## src/hdl/gic_pkg.sv

```systemverilog
// gic_pkg: shared types and constants for the gamepad input conditioner
// no dependencies
package gic_pkg;

  localparam int unsigned CfgIdxW = 2;
  localparam int unsigned CfgDataW = 16;

  typedef enum logic [CfgIdxW-1:0] {
    REG_TRIGGER_THRESHOLD = 2'd0,
    REG_LEFT_DEADZONE     = 2'd1,
    REG_RIGHT_DEADZONE    = 2'd2,
    REG_UNUSED            = 2'd3
  } reg_idx_t;

  typedef enum logic [3:0] {
    ST_IDLE,
    ST_TRIG,
    ST_TRIG_RUN,
    ST_STICK,
    ST_SQRT_RUN,
    ST_DEN,
    ST_NUM_X,
    ST_DIV_X,
    ST_NUM_Y,
    ST_DIV_Y,
    ST_NEXT,
    ST_OUT
  } state_t;

  // controller to datapath
  typedef struct packed {
    logic       load;
    logic       trig_start;
    logic       trig_sel;
    logic       trig_store;
    logic       stick_sel;
    logic       stick_setup;
    logic       sqrt_start;
    logic       den_calc;
    logic       num_x;
    logic       num_y;
    logic       store_x;
    logic       store_y;
  } cmd_t;

  // datapath to controller
  typedef struct packed {
    logic       div_done;
    logic       sqrt_done;
    logic       stick_zero;
  } status_t;

endpackage

```

## src/hdl/gic_ctrl.sv

```systemverilog
// gic_ctrl: sequencer for triggers, stick sqrt and shared divider
// depends on gic_pkg
module gic_ctrl (
  input  logic             clk,
  input  logic             rst,
  input  logic             in_valid,
  output logic             in_ready,
  output logic             out_valid,
  input  logic             out_ready,
  input  gic_pkg::status_t status,
  output gic_pkg::cmd_t    cmd
);
  gic_pkg::state_t state;
  gic_pkg::state_t state_next;
  logic            sel;
  logic            sel_next;

  always_ff @(posedge clk) begin
    if (rst) begin
      state <= gic_pkg::ST_IDLE;
      sel <= 1'b0;
    end else begin
      state <= state_next;
      sel <= sel_next;
    end
  end

  always_comb begin
    state_next = state;
    sel_next = sel;
    cmd = '0;
    cmd.trig_sel = sel;
    cmd.stick_sel = sel;
    in_ready = 1'b0;
    out_valid = 1'b0;
    case (state)
      gic_pkg::ST_IDLE: begin
        in_ready = !rst;
        if (in_valid && !rst) begin
          cmd.load = 1'b1;
          sel_next = 1'b0;
          state_next = gic_pkg::ST_TRIG;
        end
      end
      gic_pkg::ST_TRIG: begin
        cmd.trig_start = 1'b1;
        state_next = gic_pkg::ST_TRIG_RUN;
      end
      gic_pkg::ST_TRIG_RUN: begin
        if (status.div_done) begin
          cmd.trig_store = 1'b1;
          if (sel) begin
            sel_next = 1'b0;
            state_next = gic_pkg::ST_STICK;
          end else begin
            sel_next = 1'b1;
            state_next = gic_pkg::ST_TRIG;
          end
        end
      end
      gic_pkg::ST_STICK: begin
        cmd.stick_setup = 1'b1;
        state_next = gic_pkg::ST_SQRT_RUN;
      end
      gic_pkg::ST_SQRT_RUN: begin
        if (status.stick_zero) begin
          cmd.store_x = 1'b1;
          cmd.store_y = 1'b1;
          state_next = gic_pkg::ST_NEXT;
        end else begin
          cmd.sqrt_start = 1'b1;
          state_next = gic_pkg::ST_DEN;
        end
      end
      gic_pkg::ST_DEN: begin
        if (status.sqrt_done) begin
          cmd.den_calc = 1'b1;
          state_next = gic_pkg::ST_NUM_X;
        end
      end
      gic_pkg::ST_NUM_X: begin
        if (status.stick_zero) begin
          cmd.store_x = 1'b1;
          cmd.store_y = 1'b1;
          state_next = gic_pkg::ST_NEXT;
        end else begin
          cmd.num_x = 1'b1;
          state_next = gic_pkg::ST_DIV_X;
        end
      end
      gic_pkg::ST_DIV_X: begin
        if (status.div_done) begin
          cmd.store_x = 1'b1;
          cmd.num_y = 1'b1;
          state_next = gic_pkg::ST_DIV_Y;
        end
      end
      gic_pkg::ST_DIV_Y: begin
        if (status.div_done) begin
          cmd.store_y = 1'b1;
          state_next = gic_pkg::ST_NEXT;
        end
      end
      gic_pkg::ST_NEXT: begin
        if (sel) begin
          state_next = gic_pkg::ST_OUT;
        end else begin
          sel_next = 1'b1;
          state_next = gic_pkg::ST_STICK;
        end
      end
      gic_pkg::ST_OUT: begin
        out_valid = 1'b1;
        if (out_ready) begin
          state_next = gic_pkg::ST_IDLE;
        end
      end
      default: begin
        state_next = gic_pkg::ST_IDLE;
      end
    endcase
  end
endmodule

```

## config.mk

```make
export PLATFORM = sky130hd
export DESIGN_NAME = gic_ctrl
export DESIGN_NICKNAME = d
export VERILOG_FILES = /design/src/hdl/gic_pkg.sv /design/src/hdl/gic_ctrl.sv
export SDC_FILE = /design/constraint.sdc
export NUM_CORES = 1
export LEC_CHECK = 0
export ABC_AREA = 1
export ABC_CLOCK_PERIOD_IN_PS = 2580
export BUFFER_PORTS_ARGS = -buffer_cell sky130_fd_sc_hd__buf_4
export CORE_AREA = 10 10 47 49
export CTS_CLUSTER_SIZE = 12
export DETAILED_ROUTE_END_ITERATION = 6
export DIE_AREA = 0 0 57 59
export PLACE_DENSITY = 0.72
export SETUP_SLACK_MARGIN = 0.1
export SLEW_MARGIN = 20
export SYNTH_ARGS = -nofsm -noshare
export SYNTH_HDL_FRONTEND = slang
export SYNTH_SLANG_ARGS = --single-unit
```

## constraint.sdc

```tcl
create_clock -name clk -period 2.58 [get_ports clk]
set_input_delay 0.258 -clock clk [delete_from_list [all_inputs] [get_ports clk]]
set_output_delay 0.258 -clock clk [all_outputs]
set_load 0.02 [all_outputs]
```

==> Word level (Yosys, flattened, before mapping) <==
Cells that the tools add are included.
{ "word_totals": {"register_bits": 5, "input_bits": 7, "out_inout_bits": 14, "wordCells": 58} }
{ "classes": {"eq_ne": 16, "mux": 33, "reduce_logical": 7} }
{ "ops": {"columns": ["op", "count"], "rows": [
  ["one-hot mux 4 bit (11 select lines)", 1],
  ["two-way mux 4 bit", 9],
  ["two-way mux 1 bit", 17],
  ["== test 4 x 3 -> 1 bit, second input constant", 4],
  ["== test 4 bit, second input constant", 3],
  ["inequality test 2 bit, second input constant", 6],
  ["== test 4 x 2 -> 1 bit, second input constant", 2],
  ["two-way mux 2 bit", 3],
  ["AND reduction 6 bit", 1],
  ["== test 4 x 1 -> 1 bit, second input constant", 1],
  ["zero test 4 bit", 1],
  ["one-hot mux 1 bit (2 select lines)", 2],
  ["one-hot mux 1 bit (3 select lines)", 1],
  ["AND reduction 3 bit", 1],
  ["nonzero test 3 bit", 1],
  ["OR reduction 2 bit", 1],
  ["logical AND 1 bit", 1],
  ["zero test 1 bit", 1]
]} }

==> Depth between registers and ports, before layout <==
Gate-level depths: netlist of the first run.
{ "logic_depth": {"word_depth": 4, "ltp_mapped": 9} }

==> Worst setup path before layout of the first run <==
No wires, ideal clock.
{ "synth_timing": {"path_type": "register -> output", "from": "register state[1]", "to": "output cmd[1] in the netlist's numbering", "t_arrival_ps": 1263, "path_slack_ps": 1059, "stages_incl_launch_ff": 5, "n_path_buf": 0, "cell_sequence": "dfxtp_1 > nand2_2 > nor2_2 > inv_1 > o21ai_0"} }
{ "synth_rtl": {"columns": ["item", "line", "text"], "rows": [
  ["from (decl)", "gic_ctrl.sv:13", "gic_pkg::state_t state;"],
  ["from (signal assigned)", "gic_ctrl.sv:20", "state <= gic_pkg::ST_IDLE;"],
  ["from (signal assigned)", "gic_ctrl.sv:23", "state <= state_next;"],
  ["to (decl)", "gic_ctrl.sv:11", "output gic_pkg::cmd_t cmd"]
]} }

==> results by group, run 1 <==
CTS
  – Clk buf depth: 2
  – Worst skew pair latency: 0.23 ns
  – Buffer count from post-CTS setup fixing: 0
  – H-tree Lvls: 1
  – # clock sinks: 5
  – CTS Root Cell: clkbuf_4
  – Cts repair resizes: 0
  – Hold buffer count at CTS: 0
  – CTS Buf Count: 3
  – Clk slew on worst S/H paths: 0.04 ns
  – TritonCTS clock tree: built

STA
  – Final setup violation count: 0
  – Slew headroom: 73.8%
  – Total Neg Setup Slack: 0 ns
  – Final-report hold violation count: 0
  – Slew @ Worst Pin: 0.393 ns
  – Achievable frequency: 554 MHz
  – Fin. max-slew vios: 0
  – Period utilization: 70.0%
  – Worst Clk Skew: 0.000229 ns
  – Minimum clock period: 1.81 ns
  – Hold WS: 0.229 ns
  – RSZ-0062 raised after global routing: false

Logic synthesis
  – Syn Nets: 109
  – Post-synth top area cell: dfxtp_1
  – Post-synthesis cell count: 102
  – Synth Flop Type: dfxtp_1
  – Netlist cell types: 21
  – Top cell type's share of synthesized area: 17.1%
  – Top cells by area, synth: dfxtp_1 17%, nand2_1 12%, nand3_1 12%
  – Post-synth ARST share: 0%
  – Synth Register Bits: 5
  – Post-Syn Area: 587 um2
  – Sequential share of the synthesized area: 17.1%
  – Syn_area_per_cell: 5.75 um2
  – YS warnings: 0
  – Top-count cell post-synth: nand2_1
  – Commonest cells in the netlist: 19 x nand2_1, 18 x nor2_1, 14 x nand3_1, 12 x inv_1
  – Number of enable flip-flop cells after synthesis: 0

Setup path
  – CP Max Fanout: 9
  – CP Class: register to output port
  – Worst path cell trace: nand2_2 -> nor2_2 -> inv_1 -> o21ai_0 -> buf_4
  – Worst path top cell family by delay: flip-flops
  – Critical path's slowest cell: dfxtp_1
  – CP Capture Type: output port
  – Slowest Stage Delay on Critical Path: 0.55 ns
  – Data required, critical path: 2.32 ns
  – Data arrival time of the worst path: 1.55 ns
  – Startpoint class of the critical path: register
  – Reg2reg start: state[0]$_SDFFE_PP0P_
  – Setup crit start: state[0]$_SDFFE_PP0P_
  – CP bufs+invs: 2

Routing
  – Via/cell ratio: 5.15
  – WL final: 1.65 mm
  – DR vias: 716
  – First-pass detailed-route iteration total: 4
  – Initial drt markers: 24
  – WL per Instance: 11.9 um
  – Antenna Nets Post-Route: 0
  – DRC Markers: 0

Layout
  – Synth-to-Final Area Change: 29.0%
  – Fin nets: 131
  – Cell area after layout: 757 um2
  – Fin cells: 139
  – Ant. Diodes: 0
  – Fraction of layout cells with a size suffix above 1: 33.3%

Power and ir drop
  – Leakage: 0.000394 uW
  – Maximum vdd drop: 0.423 mV
  – Pwr dens: 774 nW/um2

Die
  – Die area: 3360 um2
  – I/O pin count: 21
  – FP Rows: 14
  – Initial core utilization: 41.9%
  – Die H: 59 um
  – Core area: 1400 um2
  – Die X-Extent: 57 um

GRT
  – Largest net degree at the start of global routing: 10
  – Gr ovfl total: 0
  – Overall Global Routing Usage: 9.51%
  – Initial antenna violation count: 0
  – Vias in the first global route: 644
  – First-pass GRT wire length: 2.77 mm

Flow run
  – Max-Cap Viols: 0

Placed design
  – Dpl cells: 135
  – Port bufs: 20
  – Placer Congestion: 0.854
  – Dpl hpwl: 1.38 mm
  – Cell Area, Placed: 731 um2

Worst hold path
  – HP Start: rst
  – Hold WC Path Type: input pin to register

Run status
  – Status: complete, no violations
layer usage:
metal  vias up  part of all wire, %  track usage, %
met5         -                    0               0
met4         0                    0            2.01
met3         0                  5.4            2.58
met2        22                   50            17.5
met1       324                   45            10.6
li1        370                    -               -
path summary, 6_finish.rpt:
| path | endpoint | slack [ns] | depth (start not counted) |
|---|---|---|---|
| setup / recovery | cmd[1] | 0.77 | 5 |
| setup reg to reg | state[1]$_SDFFE_PP0P_ | 1.18 | 6 |
| hold / removal | state[2]$_SDFFE_PP0P_ | 0.23 | 2 |
| hold reg to reg | state[2]$_SDFFE_PP0P_ | 0.55 | 2 |
power by group:
group / internal, uW / switching, uW
sequential: 97.2 / 45.4
clock: 58.4 / 30.6
combinational: 135 / 219
cells by family (layout without fill, tap and decap cells):
kind of cell | count (synthesis) | count (layout) | synth area share, %
and+or+nand+nor | 69 | 69 | 58.2
AOI/OAI and AO/OA | 10 | 10 | 10.7
buffers and inverters | 18 | 39 | 14.1
DFF | 5 | 5 | 17.1
through the flow:
stage          setup slack, ns  utilization (%)  total power (uW)
6_report                 0.774             54.0               586
3_5_place_dp              1.05             52.1               497
3_3_place_gp              1.08             52.1               494
4_1_cts                  0.786             54.0               588
5_1_grt                  0.646             54.0               633
2_1_floorplan             1.06                -               422
flip-flops by register name (all words and copies together) (netlist names):
name	cells
state	4
sel	1
worst reg2reg max path: stages, from the launching register on:
cell and delay [ns]:
dfxtp_1 0.55, nor2_1 0.17, nand3_2 0.13, nand2_2 0.07
nor2_4 0.18, nand3_1 0.10, a21oi_1 0.14
layout make-up:
type                    instances  area (um2)
clock buffers                   4        26.3
fillers                       141         644
inverters                      15        56.3
multi-input cells              79         404
flip-flops and latches          5         100
well taps                      16        20.0
repair buffers                 20         150
cell usage in the layout, fill, tap and decap left out, types with 3 or more instances in the layout:
cell type   n
a21oi_1     4
buf_4      20
clkbuf_4    3
dfxtp_1     5
inv_1      12
inv_2       3
nand2_1    19
nand2_2     5
nand3_1    14
nor2_1     18
nor2_2      4
Note: power is estimated with default switching activity, not from simulation.
==> run 2: changes to the inputs <==
--- a/config.mk
+++ b/config.mk
@@ -5,14 +5,14 @@
 export SDC_FILE = /design/constraint.sdc
 export NUM_CORES = 1
 export LEC_CHECK = 0
-export ABC_AREA = 1
-export ABC_CLOCK_PERIOD_IN_PS = 2580
+export ABC_AREA = 0
+export ABC_CLOCK_PERIOD_IN_PS = 1550
 export BUFFER_PORTS_ARGS = -buffer_cell sky130_fd_sc_hd__buf_4
-export CORE_AREA = 10 10 47 49
+export CORE_MARGIN = 10
+export CORE_UTILIZATION = 42
 export CTS_CLUSTER_SIZE = 12
 export DETAILED_ROUTE_END_ITERATION = 6
-export DIE_AREA = 0 0 57 59
-export PLACE_DENSITY = 0.72
+export PLACE_DENSITY = 0.73
 export SETUP_SLACK_MARGIN = 0.1
 export SLEW_MARGIN = 20
 export SYNTH_ARGS = -nofsm -noshare
==> constraint.sdc (replaced) <==
create_clock -name clk -period 1.55 [get_ports clk]
set_input_delay 0.155 -clock clk [delete_from_list [all_inputs] [get_ports clk]]
set_output_delay 0.155 -clock clk [all_outputs]
set_load 0.02 [all_outputs]
==> run 2 against run 1 <==
- power down 26%
- critical path depth unchanged
- clock-buffer cell count unchanged
- first-iteration DRC count down 17%
- non-clock buffer count up 15
- global-route usage up 1.2 points
- die area down 5.1%
- synthesized cell count down 25%
- largest cell class unchanged
==> results by group, run 2 <==
Setup path
  – CP Class: register to register (was register to output port)
  – CP Max Fanout: 6 (was 9)
  – Data required, critical path: 1.72 ns (was 2.32 ns)
  – Data arrival time of the worst path: 1.68 ns (was 1.55 ns)
  – CP Capture Type: register (was output port)
  – Startpoint class of the critical path: register (unchanged)

Die
  – Core area: 1280 um2 (was 1400 um2)
  – FP Rows: 13 (was 14)
  – Initial core utilization: 43.5% (was 41.9%)
  – Die H: 56.5 um (was 59 um)
  – I/O pin count: 21 (unchanged)
  – Die area: 3190 um2 (was 3360 um2)
  – Die X-Extent: 56.5 um (was 57 um)

GRT
  – First-pass GRT wire length: 2.88 mm (was 2.77 mm)
  – Gr ovfl total: 0 (unchanged)
  – Vias in the first global route: 633 (was 644)
  – Largest net degree at the start of global routing: 14 (was 10)
  – Initial antenna violation count: 0 (unchanged)
  – Overall Global Routing Usage: 10.7% (was 9.51%)

Layout
  – Fraction of layout cells with a size suffix above 1: 50.9% (was 33.3%)
  – Biggest register: state (unchanged)
  – Commonest non-fill, non-tap cell in the layout: buf_4 (unchanged)
  – Fin nets: 114 (was 131)
  – Ant. Diodes: 0 (unchanged)
  – Final Util: 73.1% (was 54.0%)
  – Most frequent cells in the layout: 28 x buf_4, 8 x nor2_1, 6 x nand2_1, 6 x buf_6 (was 20 x buf_4, 19 x nand2_1, 18 x nor2_1)
  – Largest registers: state x4, sel x1 (unchanged)
  – Max reg flops: 4 (unchanged)
  – Synth-to-Final Area Change: 68.0% (was 29.0%)

Routing
  – DRC Markers: 0 (unchanged)
  – Antenna Nets Post-Route: 0 (unchanged)
  – First-pass detailed-route iteration total: 4 (unchanged)
  – Initial drt markers: 20 (was 24)
  – WL per Instance: 17.1 um (was 11.9 um)
  – DR vias: 737 (was 716)
  – WL final: 2.07 mm (was 1.65 mm)
  – Via/cell ratio: 6.09 (was 5.15)

Logic synthesis
  – Sequential share of the synthesized area: 17.9% (was 17.1%)
  – Netlist cell types: 38 (was 21)
  – Synth Flop Type: dfxtp_1 (unchanged)
  – Syn_area_per_cell: 7.36 um2 (was 5.75 um2)
  – Syn Nets: 83 (was 109)
  – Commonest cells in the netlist: 9 x nor2_1, 6 x nand2_1, 5 x dfxtp_1, 4 x nor2b_1 (was 19 x nand2_1, 18 x nor2_1, 14 x nand3_1, 12 x inv_1)
  – Top cells by area, synth: dfxtp_1 18%, nor2_1 6.0%, mux2i_1 5.4% (was dfxtp_1 17%, nand2_1 12%, nand3_1 12%)
  – Top-count cell post-synth: nor2_1 (was nand2_1)
  – Post-synth top area cell: dfxtp_1 (unchanged)
  – Post-synthesis cell count: 76 (was 102)
  – Post-synth ARST share: 0% (unchanged)
  – Post-Syn Area: 559 um2 (was 587 um2)
  – Synth Register Bits: 5 (unchanged)
  – Top cell type's share of synthesized area: 17.9% (was 17.1%)
  – Number of enable flip-flop cells after synthesis: 0 (unchanged)
  – YS warnings: 0 (unchanged)

Power and ir drop
  – Share of power burned in registers: 31.6% (was 24.3%)
  – Leakage: 0.000377 uW (was 0.000394 uW)
  – Pwr dens: 461 nW/um2 (was 774 nW/um2)
  – Switching share of power: 31.9% (was 50.3%)
  – Gate power share: 32.6% (was 60.5%)
  – Maximum vdd drop: 0.363 mV (was 0.423 mV)
  – Net switching power figure: 138 uW (was 295 uW)
  – Internal: 295 uW (was 291 uW)
  – Clock share of power: 35.8% (was 15.2%)

STA
  – Total Neg Setup Slack: 0 ns (unchanged)
  – Achievable frequency: 662 MHz
  – Minimum clock period: 1.51 ns
  – Final-report hold violation count: 0 (unchanged)
  – Period utilization: 97.5%
  – Slew @ Worst Pin: 0.498 ns (was 0.393 ns)
  – Final setup violation count: 0 (unchanged)
  – Worst Clk Skew: 0.00185 ns (was 0.000229 ns)
  – RSZ-0062 raised after global routing: true (was false)
  – Slew headroom: 66.5% (was 73.8%)
  – Fin. max-slew vios: 0 (unchanged)

CTS
  – CTS Buf Count: 3 (unchanged)
  – Clk slew on worst S/H paths: 0.04 ns (about the same)
  – TritonCTS clock tree: built (unchanged)
  – Clk buf depth: 2 (unchanged)
  – # clock sinks: 5 (unchanged)
  – Hold buffer count at CTS: 0 (unchanged)
  – H-tree Lvls: 1 (unchanged)
  – Worst skew pair latency: 0.25 ns (was 0.23 ns)
  – CTS Root Cell: clkbuf_4 (unchanged)

Run status
  – Status: complete, no violations (unchanged)

Placed design
  – Dpl hpwl: 1.24 mm (was 1.38 mm)
  – Port bufs: 20 (unchanged)
  – Placer Congestion: 0.787 (was 0.854)

Worst hold path
  – Hold WC Path Type: input pin to register (unchanged)

Flow run
  – Max-Cap Viols: 0 (unchanged)
-- run 2: path summary, 6_finish.rpt --
check	slack, ns	startpoint	cells after the start	endpoint
worst max-delay path	0.04	state[2]$_SDFFE_PP0P_	5	state[1]$_SDFFE_PP0P_
worst min-delay path	0.14	rst	2	state[2]$_SDFFE_PP0P_
worst min register to register	0.57	sel$_SDFFE_PP0P_	2	sel$_SDFFE_PP0P_
worst max register to register	0.04	state[2]$_SDFFE_PP0P_	5	state[1]$_SDFFE_PP0P_
-- run 2: cells by family after synthesis --
kind of cell    count (synthesis)  synth area share (%)
buf+inv                        10                  9.84
mux                             4                  9.40
flops                           5                  17.9
compound gates                 18                  23.5
simple gates                   38                  37.8
xor+xnor                        1                  1.57
-- run 2: worst max-delay path, cell delays in order, from the launching register on --
cell     delay, ns
dfxtp_4       0.38
buf_6         0.11
nor2_1        0.03
mux4_2        0.51
a21oi_4       0.19
mux2i_1       0.20
-- run 2: power by group through the flow --
| stage | logic, uW | registers [uW] | clock network (uW) |
|---|---|---|---|
| finish | 141 | 137 | 155 |
| CTS | 125 | 136 | 157 |
| floorplan | 67.7 | 138 | 0 |
| global placement | 109 | 141 | 0 |
| detailed placement | 109 | 142 | 0 |
| global route | 151 | 137 | 167 |
-- run 2: timing repair --
action                                  in CTS  in global routing
gates cloned                                 0                  0
endpoints found under the hold margin        0                  0
endpoints found under the setup margin      12                  9
resized for setup                           21                  9
setup buffers                                4                  5
pin swaps                                    4                  2
-- run 2: per-stage QoR --
stage	setup WS [ns]	hold WS (ns)	instance area (um2)	cells	total power [uW]
floorplan	-0.0362	0.224	574	76	206
global placement	0.109	0.381	737	108	251
detailed placement	0.0706	0.386	737	108	251
CTS	0.0798	0.131	875	116	419
global route	-0.00369	0.147	940	121	455
finish	0.0394	0.139	940	121	433
-- run 2: final cells by class --
cell class / count / area, um2
multi-input combinational: 61 / 485
fill: 90 / 345
timing repair buffer: 35 / 293
sequential: 5 / 113
clock buffer: 4 / 26.3
tap: 15 / 18.8
inverter: 1 / 3.75
-- run 2: layer usage --
layer | track usage, % | wire, um | vias to the layer above
li1 | - | - | 343
met2 | 18.2 | 1030 | 35
met3 | 4.04 | 143 | 4
met1 | 11.3 | 871 | 355
met4 | 5.15 | 21 | 0
met5 | 0 | 0 | -
