### src/hdl/gic_pkg.sv
// gic_pkg: shared types and constants for the gamepad input conditioner
// no dependencies
package gic_pkg;

  localparam int unsigned CfgIdxW = 2;
  localparam int unsigned CfgDataW = 16;

  typedef enum logic [CfgIdxW-1:0] {
    REG_TRIGGER_THRESHOLD = 2'd0,
    REG_LEFT_DEADZONE     = 2'd1,
    REG_RIGHT_DEADZONE    = 2'd2,
    REG_UNUSED            = 2'd3
  } reg_idx_t;

  typedef enum logic [3:0] {
    ST_IDLE,
    ST_TRIG,
    ST_TRIG_RUN,
    ST_STICK,
    ST_SQRT_RUN,
    ST_DEN,
    ST_NUM_X,
    ST_DIV_X,
    ST_NUM_Y,
    ST_DIV_Y,
    ST_NEXT,
    ST_OUT
  } state_t;

  // controller to datapath
  typedef struct packed {
    logic       load;
    logic       trig_start;
    logic       trig_sel;
    logic       trig_store;
    logic       stick_sel;
    logic       stick_setup;
    logic       sqrt_start;
    logic       den_calc;
    logic       num_x;
    logic       num_y;
    logic       store_x;
    logic       store_y;
  } cmd_t;

  // datapath to controller
  typedef struct packed {
    logic       div_done;
    logic       sqrt_done;
    logic       stick_zero;
  } status_t;

endpackage

### src/hdl/gic_div.sv
// gic_div: restoring bit-serial unsigned divider, one quotient bit per cycle
// no package dependencies
module gic_div #(
  parameter int unsigned W = 64
) (
  input  logic         clk,
  input  logic         rst,
  input  logic         start,
  input  logic [W-1:0] dividend,
  input  logic [W-1:0] divisor,
  output logic         done,
  output logic [W-1:0] quotient
);
  localparam int unsigned CntW = $clog2(W + 1);

  logic [W-1:0]    rem;
  logic [W-1:0]    dvd;
  logic [W-1:0]    dsr;
  logic [CntW-1:0] cnt;
  logic            busy;
  logic [W:0]      trial;
  logic [W:0]      shifted;

  assign shifted = {rem, dvd[W-1]};
  assign trial = shifted - {1'b0, dsr};
  assign quotient = dvd;

  always_ff @(posedge clk) begin
    if (rst) begin
      busy <= 1'b0;
      done <= 1'b0;
      cnt <= '0;
    end else begin
      done <= 1'b0;
      if (start) begin
        busy <= 1'b1;
        cnt <= CntW'(W);
      end else if (busy) begin
        cnt <= cnt - 1'b1;
        if (cnt == CntW'(1)) begin
          busy <= 1'b0;
          done <= 1'b1;
        end
      end
    end
  end

  always_ff @(posedge clk) begin
    if (start) begin
      rem <= '0;
      dvd <= dividend;
      dsr <= divisor;
    end else if (busy) begin
      if (!trial[W]) begin
        rem <= trial[W-1:0];
        dvd <= {dvd[W-2:0], 1'b1};
      end else begin
        rem <= shifted[W-1:0];
        dvd <= {dvd[W-2:0], 1'b0};
      end
    end
  end
endmodule

### src/hdl/gic_sqrt.sv
// gic_sqrt: digit-by-digit integer square root, one result bit per cycle
// no package dependencies
module gic_sqrt #(
  parameter int unsigned W = 48
) (
  input  logic           clk,
  input  logic           rst,
  input  logic           start,
  input  logic [W-1:0]   radicand,
  output logic           done,
  output logic [W/2-1:0] root
);
  localparam int unsigned RW = W / 2;
  localparam int unsigned CntW = $clog2(RW + 1);

  logic [W-1:0]    n;
  logic [RW+1:0]   rem;
  logic [RW-1:0]   res;
  logic [CntW-1:0] cnt;
  logic            busy;
  logic [RW+1:0]   shifted;
  logic [RW+1:0]   trial;

  assign shifted = {rem[RW-1:0], n[W-1:W-2]};
  assign trial = shifted - {res, 2'b01};
  assign root = res;

  always_ff @(posedge clk) begin
    if (rst) begin
      busy <= 1'b0;
      done <= 1'b0;
      cnt <= '0;
    end else begin
      done <= 1'b0;
      if (start) begin
        busy <= 1'b1;
        cnt <= CntW'(RW);
      end else if (busy) begin
        cnt <= cnt - 1'b1;
        if (cnt == CntW'(1)) begin
          busy <= 1'b0;
          done <= 1'b1;
        end
      end
    end
  end

  always_ff @(posedge clk) begin
    if (start) begin
      n <= radicand;
      rem <= '0;
      res <= '0;
    end else if (busy) begin
      n <= {n[W-3:0], 2'b00};
      if (!trial[RW+1]) begin
        rem <= trial;
        res <= {res[RW-2:0], 1'b1};
      end else begin
        rem <= shifted;
        res <= {res[RW-2:0], 1'b0};
      end
    end
  end
endmodule

### src/hdl/gic_dp.sv
// gic_dp: datapath with masks, trigger scaling and stick normalization
// depends on gic_pkg, gic_div, gic_sqrt
module gic_dp #(
  parameter int unsigned STICK_FRAC_BITS = 15
) (
  input  logic                        clk,
  input  logic                        rst,
  input  gic_pkg::cmd_t               cmd,
  output gic_pkg::status_t            status,
  input  logic [7:0]                  trigger_threshold,
  input  logic [14:0]                 left_deadzone,
  input  logic [14:0]                 right_deadzone,
  input  logic [15:0]                 buttons,
  input  logic [7:0]                  left_trigger,
  input  logic [7:0]                  right_trigger,
  input  logic signed [15:0]          left_stick_x,
  input  logic signed [15:0]          left_stick_y,
  input  logic signed [15:0]          right_stick_x,
  input  logic signed [15:0]          right_stick_y,
  output logic [23:0]                 down_mask,
  output logic [23:0]                 pressed_mask,
  output logic [15:0]                 left_trigger_level,
  output logic [15:0]                 right_trigger_level,
  output logic signed [15:0]          left_out_x,
  output logic signed [15:0]          left_out_y,
  output logic signed [15:0]          right_out_x,
  output logic signed [15:0]          right_out_y
);
  // dividend a*num*2^F*2 + den needs up to 17+24+F+1 bits, plus margin
  localparam int unsigned DW = 44 + STICK_FRAC_BITS;
  localparam int unsigned FullQ8 = 32767 * 256;

  logic [23:0]        prev_down;
  logic [7:0]         lt;
  logic [7:0]         rt;
  logic signed [16:0] lx;
  logic signed [16:0] lfy;
  logic signed [16:0] rx;
  logic signed [16:0] rfy;

  logic [DW-1:0] div_a;
  logic [DW-1:0] div_b;
  logic [DW-1:0] div_q;
  logic          div_start;

  logic [16:0] ax;
  logic [16:0] ay;
  logic        nx;
  logic        ny;
  logic [14:0] dz;
  logic [29:0] dz2;
  logic        zero;
  logic [47:0] sq_in;
  logic [23:0] mq;
  logic        sq_done;
  logic [24:0] num;
  logic [40:0] den;
  logic [41:0] pmul;
  logic [16:0] a_sel;

  // pressed bits and down mask
  function automatic logic [1:0] dir_bits(input logic signed [16:0] v,
                                          input logic [14:0] d);
    logic signed [16:0] sd;
    sd = signed'({2'b00, d});
    return {v > sd, v < -sd};
  endfunction

  logic [23:0] down_c;
  always_comb begin
    down_c = {dir_bits(17'(signed'(right_stick_x)), right_deadzone),
              dir_bits(-17'(signed'(right_stick_y)), right_deadzone),
              dir_bits(17'(signed'(left_stick_x)), left_deadzone),
              dir_bits(-17'(signed'(left_stick_y)), left_deadzone),
              right_trigger >= trigger_threshold,
              left_trigger >= trigger_threshold,
              buttons[15:12], buttons[9:0]};
  end

  always_ff @(posedge clk) begin
    if (rst) begin
      prev_down <= '0;
    end else if (cmd.load) begin
      prev_down <= down_c;
    end
  end

  always_ff @(posedge clk) begin
    if (cmd.load) begin
      down_mask <= down_c;
      pressed_mask <= down_c & ~prev_down;
      lt <= left_trigger;
      rt <= right_trigger;
      lx <= 17'(signed'(left_stick_x));
      lfy <= -17'(signed'(left_stick_y));
      rx <= 17'(signed'(right_stick_x));
      rfy <= -17'(signed'(right_stick_y));
    end
  end

  // trigger level through the shared divider
  logic [7:0] tv;
  logic       tlow;
  logic       tlow_r;
  logic [8:0] span;
  assign tv = cmd.trig_sel ? rt : lt;
  assign tlow = tv < trigger_threshold;
  assign span = 9'd255 - {1'b0, trigger_threshold};

  always_ff @(posedge clk) begin
    if (cmd.trig_start) begin
      tlow_r <= tlow;
    end
  end

  logic [15:0] tlevel;
  always_comb begin
    if (tlow_r) begin
      tlevel = '0;
    end else if (span == 9'd0 || div_q > DW'(65535)) begin
      tlevel = 16'hFFFF;
    end else begin
      tlevel = div_q[15:0];
    end
  end

  always_ff @(posedge clk) begin
    if (cmd.trig_store) begin
      if (cmd.trig_sel) begin
        right_trigger_level <= tlevel;
      end else begin
        left_trigger_level <= tlevel;
      end
    end
  end

  // stick magnitude and deadzone test
  always_ff @(posedge clk) begin
    if (cmd.stick_setup) begin
      ax <= cmd.stick_sel ? (rx[16] ? 17'(-rx) : 17'(rx)) : (lx[16] ? 17'(-lx) : 17'(lx));
      ay <= cmd.stick_sel ? (rfy[16] ? 17'(-rfy) : 17'(rfy))
                          : (lfy[16] ? 17'(-lfy) : 17'(lfy));
      nx <= cmd.stick_sel ? rx[16] : lx[16];
      ny <= cmd.stick_sel ? rfy[16] : lfy[16];
      dz <= cmd.stick_sel ? right_deadzone : left_deadzone;
    end
  end

  logic [33:0] sqx;
  logic [33:0] sqy;
  assign sqx = ax * ax;
  assign sqy = ay * ay;
  assign dz2 = dz * dz;

  // zero when within deadzone, deadzone saturated, or clamp below deadzone
  logic [33:0] m2_c;
  assign m2_c = sqx + sqy;
  always_comb begin
    zero = 1'b0;
    if (m2_c <= 34'(dz2) || dz == 15'h7FFF) begin
      zero = 1'b1;
    end
  end

  logic [23:0] mc;
  logic        num_zero;
  assign mc = (mq > 24'(FullQ8)) ? 24'(FullQ8) : mq;
  assign num_zero = mc <= {1'b0, dz, 8'd0};

  always_ff @(posedge clk) begin
    if (cmd.den_calc) begin
      num <= {1'b0, mc} - {2'b00, dz, 8'd0};
      den <= mq * (16'd32767 - {1'b0, dz});
    end
  end

  logic num_zero_r;
  always_ff @(posedge clk) begin
    if (rst) begin
      num_zero_r <= 1'b0;
    end else if (cmd.stick_setup) begin
      num_zero_r <= 1'b0;
    end else if (cmd.den_calc) begin
      num_zero_r <= num_zero;
    end
  end

  assign sq_in = {m2_c[31:0], 16'd0};
  assign status.stick_zero = zero | num_zero_r;

  gic_sqrt #(.W(48)) u_sqrt (
    .clk(clk), .rst(rst), .start(cmd.sqrt_start), .radicand(sq_in),
    .done(sq_done), .root(mq)
  );
  assign status.sqrt_done = sq_done;

  // product |f| * num, then dividend 2*p*2^F + den
  assign a_sel = cmd.num_y ? ay : ax;
  always_ff @(posedge clk) begin
    if (cmd.num_x || cmd.num_y) begin
      pmul <= a_sel * num;
    end
  end

  logic num_pend;
  always_ff @(posedge clk) begin
    if (rst) begin
      num_pend <= 1'b0;
    end else begin
      num_pend <= cmd.num_x | cmd.num_y;
    end
  end

  logic trig_pend;
  always_ff @(posedge clk) begin
    if (rst) begin
      trig_pend <= 1'b0;
    end else begin
      trig_pend <= cmd.trig_start;
    end
  end

  always_comb begin
    if (trig_pend) begin
      div_a = DW'({(tv - trigger_threshold), 16'd0});
      div_b = DW'(span);
    end else begin
      div_a = (DW'(pmul) << (STICK_FRAC_BITS + 1)) + DW'(den);
      div_b = DW'(den) << 1;
    end
  end
  assign div_start = trig_pend | num_pend;

  gic_div #(.W(DW)) u_div (
    .clk(clk), .rst(rst), .start(div_start), .dividend(div_a), .divisor(div_b),
    .done(status.div_done), .quotient(div_q)
  );

  logic [15:0] axv;
  logic        sat;
  assign sat = div_q > DW'(32767);
  assign axv = sat ? 16'd32767 : div_q[15:0];

  logic signed [15:0] xr;
  logic signed [15:0] yv;
  assign yv = status.stick_zero ? 16'sd0 : (ny ? -signed'(axv) : signed'(axv));

  always_ff @(posedge clk) begin
    if (cmd.store_x) begin
      xr <= status.stick_zero ? 16'sd0 : (nx ? -signed'(axv) : signed'(axv));
    end
  end

  // both stores together only on the zero path
  always_ff @(posedge clk) begin
    if (cmd.store_y) begin
      if (cmd.stick_sel) begin
        right_out_x <= cmd.store_x ? 16'sd0 : xr;
        right_out_y <= yv;
      end else begin
        left_out_x <= cmd.store_x ? 16'sd0 : xr;
        left_out_y <= yv;
      end
    end
  end
endmodule

### config.mk
export PLATFORM = sky130hd
export DESIGN_NAME = gic_dp
export DESIGN_NICKNAME = d
export VERILOG_FILES = /design/src/hdl/gic_pkg.sv /design/src/hdl/gic_div.sv /design/src/hdl/gic_sqrt.sv /design/src/hdl/gic_dp.sv
export SDC_FILE = /design/constraint.sdc
export NUM_CORES = 2
export LEC_CHECK = 0
export ABC_CLOCK_PERIOD_IN_PS = 26500
export CORE_MARGIN = 2
export CORE_UTILIZATION = 65
export CTS_CLUSTER_SIZE = 24
export DETAILED_ROUTE_END_ITERATION = 7
export DONT_BUFFER_PORTS = 1
export PLACE_DENSITY = 0.82
export SLEW_MARGIN = 25
export SYNTH_ARGS = -nofsm -noshare
export SYNTH_HDL_FRONTEND = slang
export SYNTH_HIERARCHICAL = 1
export SYNTH_SLANG_ARGS = --single-unit
### constraint.sdc
create_clock -name clk -period 26.5 [get_ports clk]
set_input_delay 5.3 -clock clk [delete_from_list [all_inputs] [get_ports clk]]
set_output_delay 5.3 -clock clk [all_outputs]
set_load 0.005 [all_outputs]
**Word level (Yosys, flattened, before mapping)**

Cells that the tools add are included.

- Multiply operators: 5
- Equal/unequal tests: 3
- Mux-type cells: 42
- Reductions and logical operators: 15
- $add $sub $neg: 19
- Bitwise operators: 9
- Magnitude comparators: 16

Operators with widths:

| operator | number |
|---|---|
| 59-bit 2-to-1 mux | 4 |
| 17-bit 2-to-1 mux | 7 |
| 16-bit 2-to-1 mux | 7 |
| 48-bit 2-to-1 mux | 2 |
| 17-bit by 17-bit multiplier with 34-bit output | 2 |
| 16-bit negation with 17-bit output | 4 |
| 60-bit by 59-bit subtractor with 60-bit output | 1 |
| 58-bit by 41-bit adder with 59-bit output | 1 |
| 59-bit by 15-bit > comparator with 1-bit output (second input constant) | 1 |
| 59-bit by 16-bit > comparator with 1-bit output (second input constant) | 1 |
| 24-bit 2-to-1 mux | 2 |
| 17-bit by 25-bit multiplier with 42-bit output | 1 |
| 25-bit by 16-bit multiplier with 41-bit output | 1 |
| 34-bit adder | 1 |
| 17-bit by 16-bit > comparator with 1-bit output | 2 |
| 34-bit by 30-bit less-or-equal comparator with 1-bit output | 1 |
| 16-bit by 17-bit less-than comparator with 1-bit output | 2 |
| 17-bit less-than comparator | 2 |
| 15-bit negation with 17-bit output | 2 |
| 17-bit negation | 2 |
| 16-bit > comparator | 2 |
| 15-bit by 15-bit multiplier with 30-bit output | 1 |
| 26-bit subtractor | 1 |
| 24-bit by 23-bit subtractor with 25-bit output | 1 |
| 29 further kinds | 58 |

- Output and inout port bits: 147
- Register bits after elaboration: 701
- Input port bits: 148

**Logic depth before layout (Yosys ltp)**

- Depth after elaboration: 7
- Gate-level depth with buffers: 41

**By module**

Netlist, hierarchy kept.

Modules (own cells, without submodules):

| module | times used | cells an instance | area each (sq um) | sequential area each (sq um) |
|---|---|---|---|---|
| gic_dp | 1 | 7493 | 71748.8 | 12612.1 |
| gic_div | 1 | 1119 | 10806.6 | 4884.7 |
| gic_sqrt | 1 | 508 | 5441.5 | 2542.4 |

**Worst setup path before layout**

OpenSTA, ideal clock, no wires.

- Path kind: reg-to-output
- Start: register ax[4]
- End: output port status[0] (netlist name)
- Path buffers: 2
- Cell stages (with the launch flop): 38
- Arrival time: 9.388 ns
- Path slack: 11.812 ns
- Cells stage by stage: edfxtp_1 > clkbuf_1 > clkbuf_1 > nand2_1 > fa_1 > inv_1 > fa_1 > inv_1 > fa_1 > inv_1 > ha_1 > inv_1 > fa_1 > inv_1 > fa_1 > fa_1 > inv_1 > fa_1 > (+2 left out) > or2_2 > o311ai_0 > a211oi_1 > o21a_1 > o21ai_0 > nand2b_1 > a21oi_1 > xnor2_1 > ha_1 > nand4_1 > or2_2 > or4b_1 > nor4_1 > a21oi_1 > o31a_1 > or4_4 > nor4b_4 > nand2b_1

RTL lines:

| element | line | source |
|---|---|---|
| from (decl) | gic_dp.sv:46 | `logic [16:0] ax;` |
| from (signal assigned) | gic_dp.sv:140 | `ax <= cmd.stick_sel ? (rx[16] ? 17'(-rx) : 17'(rx)) : (lx[16] ? 17'(-lx) : 17'(lx));` |
| to (decl) | gic_dp.sv:9 | `output gic_pkg::status_t status,` |

==> flow_summary.json <==
{
  "layout_commonest_cell": "inv_1",
  "ys_warn_count": 6,
  "cts_hold_buf": 0,
  "drtIter0Drc": 5890,
  "start_util_pct": 65.2,
  "hpwl_mm": 174,
  "rsz0062_at_grt": "no",
  "reg2reg_slack_ns": 14.73,
  "crit_slowest_cell": "edfxtp_1",
  "vias": 65400,
  "cts.sinks": 717,
  "dieArea_mm2": 0.138,
  "worst_path_most_repeated_cell": "fa_1",
  "overflow": 0,
  "antenna_found_initial": 7,
  "vias_per_cell": 6.05,
  "layout-drive-gt1-share_pct": 4.69,
  "cp-end-kind": "primary output",
  "grt_pass1_wl_mm": 368,
  "critical_path_class": "reg -> out",
  "track_usage_pct": 34.1,
  "whs_endpoint": "u_div/rem[15]",
  "io_pins": 295,
  "cts_max_path_buffers": 3,
  "crit_required_ns": 21.20,
  "io_buffers": 0,
  "finalClockSkew_ns": 0.0565,
  "tritoncts": "built",
  "r2r_end": "left_out_y[7]",
  "synth.avg_cell_area_um2": 9.65,
  "cpPeakStageDelay_ns": 0.82,
  "area_growth_pct": 5.21,
  "drt-pass1-iter-count": 6,
  "row_count": 135,
  "synth_seq_cells": 717,
  "place_congestion": 0.978,
  "crit_start": "ax[9]",
  "syn_area_mm2": 0.0880,
  "cp_num_cells": 34,
  "worstSkewPairLatency_ns": 0.74,
  "crit_fanout": 33,
  "hold-path-cell-count": 2,
  "final_cell_mix": "inv_1 (1642), fa_1 (1215), nand2_1 (1041)",
  "clk_pin_slew_ns": 0.07,
  "post-cts-setup-buffers": 0,
  "min_path_type": "reg -> reg",
  "cts.repair.resized": 0,
  "dp_slack_ns": 10.0,
  "fin_tns_setup_ns": 0,
  "finalCritPeriodShare_pct": 65.9,
  "crit-reg2reg-launch": "ax[9]",
  "ys.flop_type": "edfxtp_1",
  "grt_start_max_net_pins": 163,
  "core_mm2": 0.135,
  "reg2reg_depth": 34,
  "maxSlewViolCount": 0,
  "wirelength_mm": 229,
  "cp_top_family": "adder cells",
  "fmax_mhz": 57.3,
  "synthesis.instances": 9120,
  "worstSetupStartpointType": "flop",
  "async_flop_share_pct": 0,
  "layout_min_cycle_time_ns": 17.46,
  "tightest_slew_ns": 1.17,
  "cts_buffers": 81,
  "synthDistinctLibCells": 95,
  "cts_root_buf": "clkbuf_16",
  "htreeDepth": 3,
  "die_y_um": 372,
  "drc": 0,
  "final_nets": 11200,
  "min_from": "u_div/rem[14]",
  "maxSlewHeadroom_pct": 21.7,
  "setup_viol": 0,
  "drt-wirelength-per-cell_um": 21.2,
  "status": "completed",
  "finalHoldViolCount": 0,
  "grt_pass1_vias": 69400,
  "critPathBufInv": 6,
  "die_w_um": 372,
  "cp_data_arrival_time_ns": 12.16,
  "setup_slack_ns": 9.04,
  "cap_violations": 0,
  "synth-edff-count": 568,
  "antenna_left": 0,
  "synth-seq-area-share_pct": 22.8
}
-- how the worst max path moves through the flow --
stage,to,slack [ns]
2_1_floorplan,status[0],11.81
3_3_place_gp,status[0],10.15
3_5_place_dp,status[0],10.0
4_1_cts,status[0],9.19
5_1_grt,status[0],8.55
6_report,status[0],9.04
-- cell families after synthesis --
kind of cell    after synthesis  share of synthesized area, %
simple gates               2654                          14.4
flops                       717                          22.8
compound gates             1117                          8.46
xor+xnor                    373                          3.73
other cells                   1                       0.00426
fa+ha+maj                  2064                          39.7
mux                         191                          2.35
buf+inv                    2003                          8.61
-- state kept, by name (all words and copies together), names as in the netlist, 17 cells and up --
register        flops
u_div/rem          59
num                25
pmul               42
rfy                17
ay                 17
u_sqrt/n           48
ax                 17
pressed_mask       24
prev_down          24
lfy                17
u_div/quotient     59
u_sqrt/rem         24
down_mask          24
u_div/dsr          59
den                41
u_sqrt/root        24
-- Yosys cell counts, types with 33 or more instances --
master / instances / share of area, %
nor2b_1: 370 / 2.6
nand2_1: 1041 / 4.4
a211oi_1: 60 / 0.51
xor2_1: 130 / 1.3
fa_1: 1215 / 28
o21a_1: 57 / 0.49
ha_1: 849 / 12
and2_1: 213 / 1.5
o21ai_0: 218 / 1.2
a21oi_1: 297 / 1.7
inv_1: 1644 / 7.0
or3_1: 33 / 0.23
and3_1: 33 / 0.23
nand4_1: 68 / 0.48
o311ai_0: 34 / 0.34
clkbuf_1: 301 / 1.3
mux2_2: 121 / 1.5
nor4_1: 38 / 0.27
nand2b_1: 88 / 0.63
a311oi_1: 39 / 0.39
buf_1: 34 / 0.15
edfxtp_1: 568 / 19
xnor2_1: 242 / 2.4
dfxtp_1: 149 / 3.4
nor2_1: 507 / 2.2
mux2i_1: 69 / 0.78
a21o_1: 143 / 1.2
nor3_1: 78 / 0.44
nand3_1: 97 / 0.55
-- tightest hold or removal path: stages (launching register included) --
cell and delay (ns):
dfxtp_1 0.32, nand2_1 0.06, a311oi_1 0.08
-- stage by stage --
step / cell area (um2) / utilization (%) / cells / hold slack, ns
6_report: 92600 / 68.6 / 10800 / 0.487
5_1_grt: 92600 / 68.6 / 10800 / 0.508
4_1_cts: 92500 / 68.6 / 10800 / 0.484
3_5_place_dp: 89600 / 66.4 / 10700 / 0.474
3_3_place_gp: 89600 / 66.4 / 10700 / 0.465
2_1_floorplan: 88100 / - / 9153 / 0.455
-- routing by layer --
layer / vias up / global-route usage, % / share of wire (%)
met4: 4 / 17.8 / 6.0
met3: 814 / 7.45 / 9.8
li1: 29100 / - / -
met1: 32300 / 41.2 / 36
met2: 3228 / 57.2 / 48
met5: - / 0 / 0.0070
-- cell type report --
class / instances / area (um2)
Antenna cell: 2 / 5.00
Multi-Input combinational cell: 6433 / 60600
Fill cell: 9863 / 42400
Sequential cell: 717 / 20100
Inverter: 1648 / 6190
Timing Repair Buffer: 76 / 603
Tap cell: 1781 / 2230
Clock buffer: 99 / 2230
Clock inverter: 51 / 672
Power is not shown: default switching activity piles up to over one toggle a cycle in this logic, so the estimate is an artifact.
